==> config.mk <==
export PLATFORM = sky130hd
export DESIGN_NAME = ukt_cell
export DESIGN_NICKNAME = d
export VERILOG_FILES = /design/src/rtl/core/ukt_pkg.sv /design/src/rtl/core/ukt_cell.sv
export SDC_FILE = /design/constraint.sdc
export NUM_CORES = 1
export LEC_CHECK = 0
export BUFFER_PORTS_ARGS = -buffer_cell sky130_fd_sc_hd__buf_4
export CORE_MARGIN = 2
export CORE_UTILIZATION = 32
export CTS_CLUSTER_DIAMETER = 200
export DETAILED_ROUTE_END_ITERATION = 7
export HOLD_SLACK_MARGIN = 0.12
export PLACE_DENSITY = 0.66
export SYNTH_ARGS = -nofsm -noshare
export SYNTH_HDL_FRONTEND = slang
export SYNTH_SLANG_ARGS = --single-unit
==> constraint.sdc <==
create_clock -name clk -period 4.39 [get_ports clk]
set_input_delay 1.0975 -clock clk [delete_from_list [all_inputs] [get_ports clk]]
set_output_delay 1.0975 -clock clk [all_outputs]
set_load 0.01 [all_outputs]
==> src/rtl/core/ukt_pkg.sv <==
// ---------------------------------------------------------------------------
// ukt_pkg
// shared types and codes for the unique key table engine
// ---------------------------------------------------------------------------
package ukt_pkg;

    localparam int DEFAULT_CAPACITY = 128;

    typedef enum logic [2:0] {
        OP_INSERT = 3'd0,
        OP_DELETE = 3'd1,
        OP_CLEAR  = 3'd2,
        OP_LOOKUP = 3'd3,
        OP_SORT   = 3'd4,
        OP_READ   = 3'd5
    } op_t;

    typedef enum logic [2:0] {
        ST_OK    = 3'd0,
        ST_FULL  = 3'd1,
        ST_DUP   = 3'd2,
        ST_MISS  = 3'd3,
        ST_EMPTY = 3'd4,
        ST_RANGE = 3'd5
    } status_t;

    // per-cycle command broadcast to every cell
    typedef struct packed {
        logic        shift_down;   // load from upper neighbor at and above base
        logic        sort_even;    // compare-exchange on pairs starting even
        logic        sort_odd;     // compare-exchange on pairs starting odd
        logic        write_tail;   // write new entry at tail position
    } cell_cmd_t;

endpackage

==> src/rtl/core/ukt_cell.sv <==
// ---------------------------------------------------------------------------
// ukt_cell
// one table slot: holds key and record, moves data with its neighbors
// ---------------------------------------------------------------------------
module ukt_cell
    import ukt_pkg::*;
#(
    parameter int IDX_W = 7,
    parameter logic [IDX_W-1:0] POS = '0
)
(
    input  logic                    clk,
    input  cell_cmd_t               cmd,
    input  logic [IDX_W-1:0]        base,      // shift start or tail position
    input  logic [IDX_W:0]          count,
    input  logic [31:0]             new_key,
    input  logic [31:0]             new_record,
    input  logic [31:0]             up_key,    // neighbor above
    input  logic [31:0]             up_record,
    input  logic [31:0]             dn_key,    // neighbor below
    input  logic [31:0]             dn_record,
    input  logic                    match_in,  // some lower cell matched
    input  logic                    lookup_en,
    output logic [31:0]             key,
    output logic [31:0]             record,
    output logic                    match_out,
    output logic                    first_hit
);

    logic [31:0] key_reg, key_next;
    logic [31:0] record_reg, record_next;
    logic        in_use;
    logic        hit;
    logic        is_lower;    // lower element of its compare pair
    logic        pair_ok;
    logic        even_pos;
    logic        up_less;
    logic        dn_greater;

    assign in_use     = {1'b0, POS} < count;
    assign hit        = lookup_en && in_use && (key_reg == new_key);
    assign first_hit  = hit && !match_in;
    assign match_out  = hit || match_in;
    assign even_pos   = ~POS[0];
    assign is_lower   = cmd.sort_even ? even_pos : ~even_pos;
    assign up_less    = $signed(up_key) < $signed(key_reg);
    assign dn_greater = $signed(dn_key) > $signed(key_reg);

    always_comb
    begin
        key_next    = key_reg;
        record_next = record_reg;
        pair_ok     = 1'b0;
        if (cmd.write_tail && POS == base)
        begin
            key_next    = new_key;
            record_next = new_record;
        end
        else if (cmd.shift_down && POS >= base)
        begin
            key_next    = up_key;
            record_next = up_record;
        end
        else if (cmd.sort_even || cmd.sort_odd)
        begin
            if (is_lower)
            begin
                pair_ok = ({1'b0, POS} + 1'b1) < count;
                if (pair_ok && up_less)
                begin
                    key_next    = up_key;
                    record_next = up_record;
                end
            end
            else
            begin
                pair_ok = (POS != '0) && in_use;
                if (pair_ok && dn_greater)
                begin
                    key_next    = dn_key;
                    record_next = dn_record;
                end
            end
        end
    end

    always_ff @(posedge clk)
    begin
        key_reg    <= key_next;
        record_reg <= record_next;
    end

    assign key    = key_reg;
    assign record = record_reg;

endmodule

* Word level (Yosys, flattened, before mapping)
Cells that the tools add are included.
Storage, ports and cells: register bits 64, logic and storage cells 32, input port bits 214
Cells by class: order comparisons 4, reductions and logical operators 14, eq/ne operators 1, muxes and demuxes 11
Operator list (number):
- $mux W32 | 10
- $eq A32 B32 Y1 | 1
- $lt A32 B32 Y1 | 1
- $lt A1 B8 Y1 const A | 2
- $reduce_bool A3 Y1 | 3
- $ge A1 B7 Y1 const A | 1
- $logic_not A7 Y1 | 1
- $logic_and A1 B1 Y1 | 6
- $reduce_and A3 Y1 | 1
- $logic_or A1 B1 Y1 | 2
- $logic_not A1 Y1 | 1
- $mux W1 | 1

* Logic depth before layout (Yosys ltp)
depth after elaboration 7, mapped depth 8

* Worst setup path before layout
OpenSTA, ideal clock, no wires.
path kind input to register, start input up_key[30], end register key_reg[0], in the netlist key[0] (enable), cell stages on the path 7, library setup time 0.436 ns, slack -0.211 ns, buffers on the path 0, arrival 4.165 ns, cells stage by stage ha_1 -> nand4_1 -> nor3_1 -> a211o_1 -> a211o_1 -> nor4b_1 -> a311o_1
Between the ends: word-level cells in the longest chain between the ends 4
Ends and longest elaborated chain:
- from (decl) | line ukt_cell.sv:18 | input logic [31:0] up_key,
- $lt A32 B32 Y1 | line ukt_cell.sv:46 | assign up_less = $signed(up_key) < $signed(key_reg);
- $logic_and A1 B1 Y1 | line ukt_cell.sv:69 | if (pair_ok && up_less)
- $reduce_bool A3 Y1 (no line)
- $reduce_and A3 Y1 (no line)
- to (signal assigned) | line ukt_cell.sv:89 | key_reg <= key_next;
- to (decl) | line ukt_cell.sv:30 | logic [31:0] key_reg, key_next;
Every way passes these cells. A chain may end at the register's enable or synchronous reset.

* Worst setup path after layout
start input new_key[2], end output first_hit
Between the ends: word-level cells in the longest chain between the ends 3
Ends and longest elaborated chain:
- from (decl) | line ukt_cell.sv:16 | input logic [31:0] new_key,
- $eq A32 B32 Y1 | line ukt_cell.sv:41 | assign hit = lookup_en && in_use && (key_reg == new_key);
- $logic_and A1 B1 Y1 | line ukt_cell.sv:41
- $logic_and A1 B1 Y1 | line ukt_cell.sv:42 | assign first_hit = hit && !match_in;
- to (decl) | line ukt_cell.sv:27 | output logic first_hit
Every way passes these cells.

==> run metrics <==
clk_skew=0.00524 ns; Post-CTS Resized=0; FP Rows=41; synthesized instance count=301; TritonCTS clock tree=built; Tcrit/Tclk final=0.890; I/O pins=280; DR pass1 iterations=4; status=finished, final reports clean; family with the most delay on the worst path=simple AND/OR/NAND/NOR gates; worst path required time=3.29 ns; Clock Power Share=0.413; Worst-Margin Slew=0.646 ns; Yosys top cell by area=edfxtp_1; GRT overflow=0; Worst VDD drop=178 µV; post-route cell area=0.00634 mm²; sequential share of the synthesized area=0.462; vias in the first global route=3349; Hold Buf Count CTS=0; Critical Path End Type=primary output; Synth Net Count=546; Leak=3.10 nW; Setup crit start kind=input pin; Mapped Area=0.00416 mm²; Reg clk slew, reported paths=0.06 ns; RSZ-0062 raised after global routing=no; total of max-cap violations=0; Iter 0 DRT Violations=102; Initial Utilization=0.328; P&R area growth vs syn=52.4%; synth warn=0; fillers=1149; CTS Buffer Depth=2; Port Buffers=214; crit path kind=input pin to primary output; flops & latches, synth=64; Max Slew Vio Count=0; first-pass GRT wire length=17700 µm; die height=118 µm; chip width=118 µm; Skew-Pair Late Insertion Delay=0.33 ns; routed vias=3188; commonest register cell after synthesis=edfxtp_1; FMAX=256 MHz; DP Worst Slack=0.433 ns; Post-layout nets=770; Final ANT Viol Nets=0; top post-synthesis cells by count=edfxtp_1, mux2_4, inv_1, ha_1, xor2_1; final hold vios=0; CP max stage cell=or4_1; post-synth cell types=30; crit path DAT=2.81 ns; vias per cell=4.54; internal cell power=0.00163 W; worst path cell trace=buf_4 -> xor2_1 -> nor4_1 -> nand4_1 -> or4_1 -> nor2_1 -> buf_4; Slew HR=0.558; Reg power frac=0.369; initial antenna violation count=0; Power Dens Cells=340 mW/mm²; crit path max fanout=2; final setup TNS=0 ns; Crit path top cell by count=buf_4; largest net degree at the start of global routing=39; Placeable Area=0.0127 mm²; clk sinks=64; most common cell in the netlist=edfxtp_1; fraction of registers with async set/reset=0; Routed wire per std cell=16.3 µm; final WL=11400 µm; HP Class=input pin to flip-flop; # setup viols final=0; WP buf/inv=2; most area-consuming cells after synthesis=edfxtp_1, mux2_4, ha_1; min Tclk post-route=3.91 ns; drc violations=0; post-CTS setup buffers=0; Tot GR Track Use=0.167; worst setup margin=0.482 ns; Gate power share=0.218; area of the multi-input gates=0.00205 mm²; Synth Area per Inst=13.8 µm²; layout cells sized above 1=0.572; H-Tree Depth=3; number of synthesized flops with an enable pin=64; Final GP Congestion=0.811; TritonCTS buffer count=9; Ant. Diodes=0; register area=0.00192 mm²; Die Area=0.0139 mm²; Placed Area=0.00597 mm²; CTS root buf=clkbuf_16; switching power=0.000526 W; DP Wirelength=9210 µm; slowest stage delay, CP=0.60 ns; Synth top area share=0.462; switching share of power=0.244
## placed cells by master, fill, tap and decap left out, types with 2 or more instances in the layout
cell,n
a211o_1,2
nand3_1,5
nand4_1,7
o21ai_0,6
edfxtp_1,64
inv_1,33
clkbuf_16,9
nor3_1,2
nand2_1,8
ha_1,31
bufinv_16,4
mux2_4,60
a21oi_1,13
nor2_1,3
nor4_1,9
buf_4,218
xnor2_1,4
a21o_1,2
a2111oi_0,2
nand2b_1,2
xor2_1,28
mux2_2,4
## cell type report
cell class              instances  area share
multi-input cells             198       0.324
flip-flops and latches         64       0.303
repair buffers                219       0.261
clock buffers                   9      0.0355
well taps                     172      0.0340
clock inverters                 7      0.0225
inverters                      33      0.0195
## metal layers
layer	global-route usage	up-vias	wire, µm
met2	0.284	156	5640
met5	0	-	0
met4	0.0670	0	195
li1	-	1568	-
met3	0.0567	13	971
met1	0.192	1451	4640
## per-stage QoR
stage | total power, W | utilization | hold WS [ns] | cells
3_3_place_gp | 0.00128 | 0.471 | 1.40 | 686
4_1_cts | 0.00220 | 0.500 | 1.04 | 702
6_report | 0.00216 | 0.500 | 1.06 | 702
3_5_place_dp | 0.00129 | 0.471 | 1.40 | 686
2_1_floorplan | 0.00101 | - | 1.31 | 301
5_1_grt | 0.00227 | 0.500 | 1.04 | 702
## cells by family (layout without fill, tap and decap cells)
logic type      Yosys count  count (layout)  share of synthesized area
compound gates           29              29                     0.0433
xor+xnor                 32              32                     0.0674
fa+ha+maj                31              31                     0.0933
buf+inv                  39             268                     0.0460
flops                    64              64                      0.462
mux                      64              64                      0.228
simple gates             42              42                     0.0602
## final timing paths
path                                        start                    to  slack (ns)  cells after the start
worst min-delay path               new_record[23]  record[23]$_DFFE_PP_        1.06                      2
worst max register to register  key[31]$_DFFE_PP_   record[8]$_DFFE_PP_        1.55                      9
worst min register to register  key[31]$_DFFE_PP_     key[29]$_DFFE_PP_        1.55                      5
worst max-delay path                   new_key[2]             first_hit        0.48                      7
## power by group through the flow
stage / sequential, W / combinational (W) / clock (W)
detailed placement: 0.000810 / 0.000479 / 0
CTS: 0.000798 / 0.000482 / 0.000918
global route: 0.000806 / 0.000518 / 0.000943
global placement: 0.000807 / 0.000470 / 0
finish: 0.000797 / 0.000471 / 0.000890
floorplan: 0.000836 / 0.000176 / 0
Note: power is estimated with default switching activity, not from simulation.
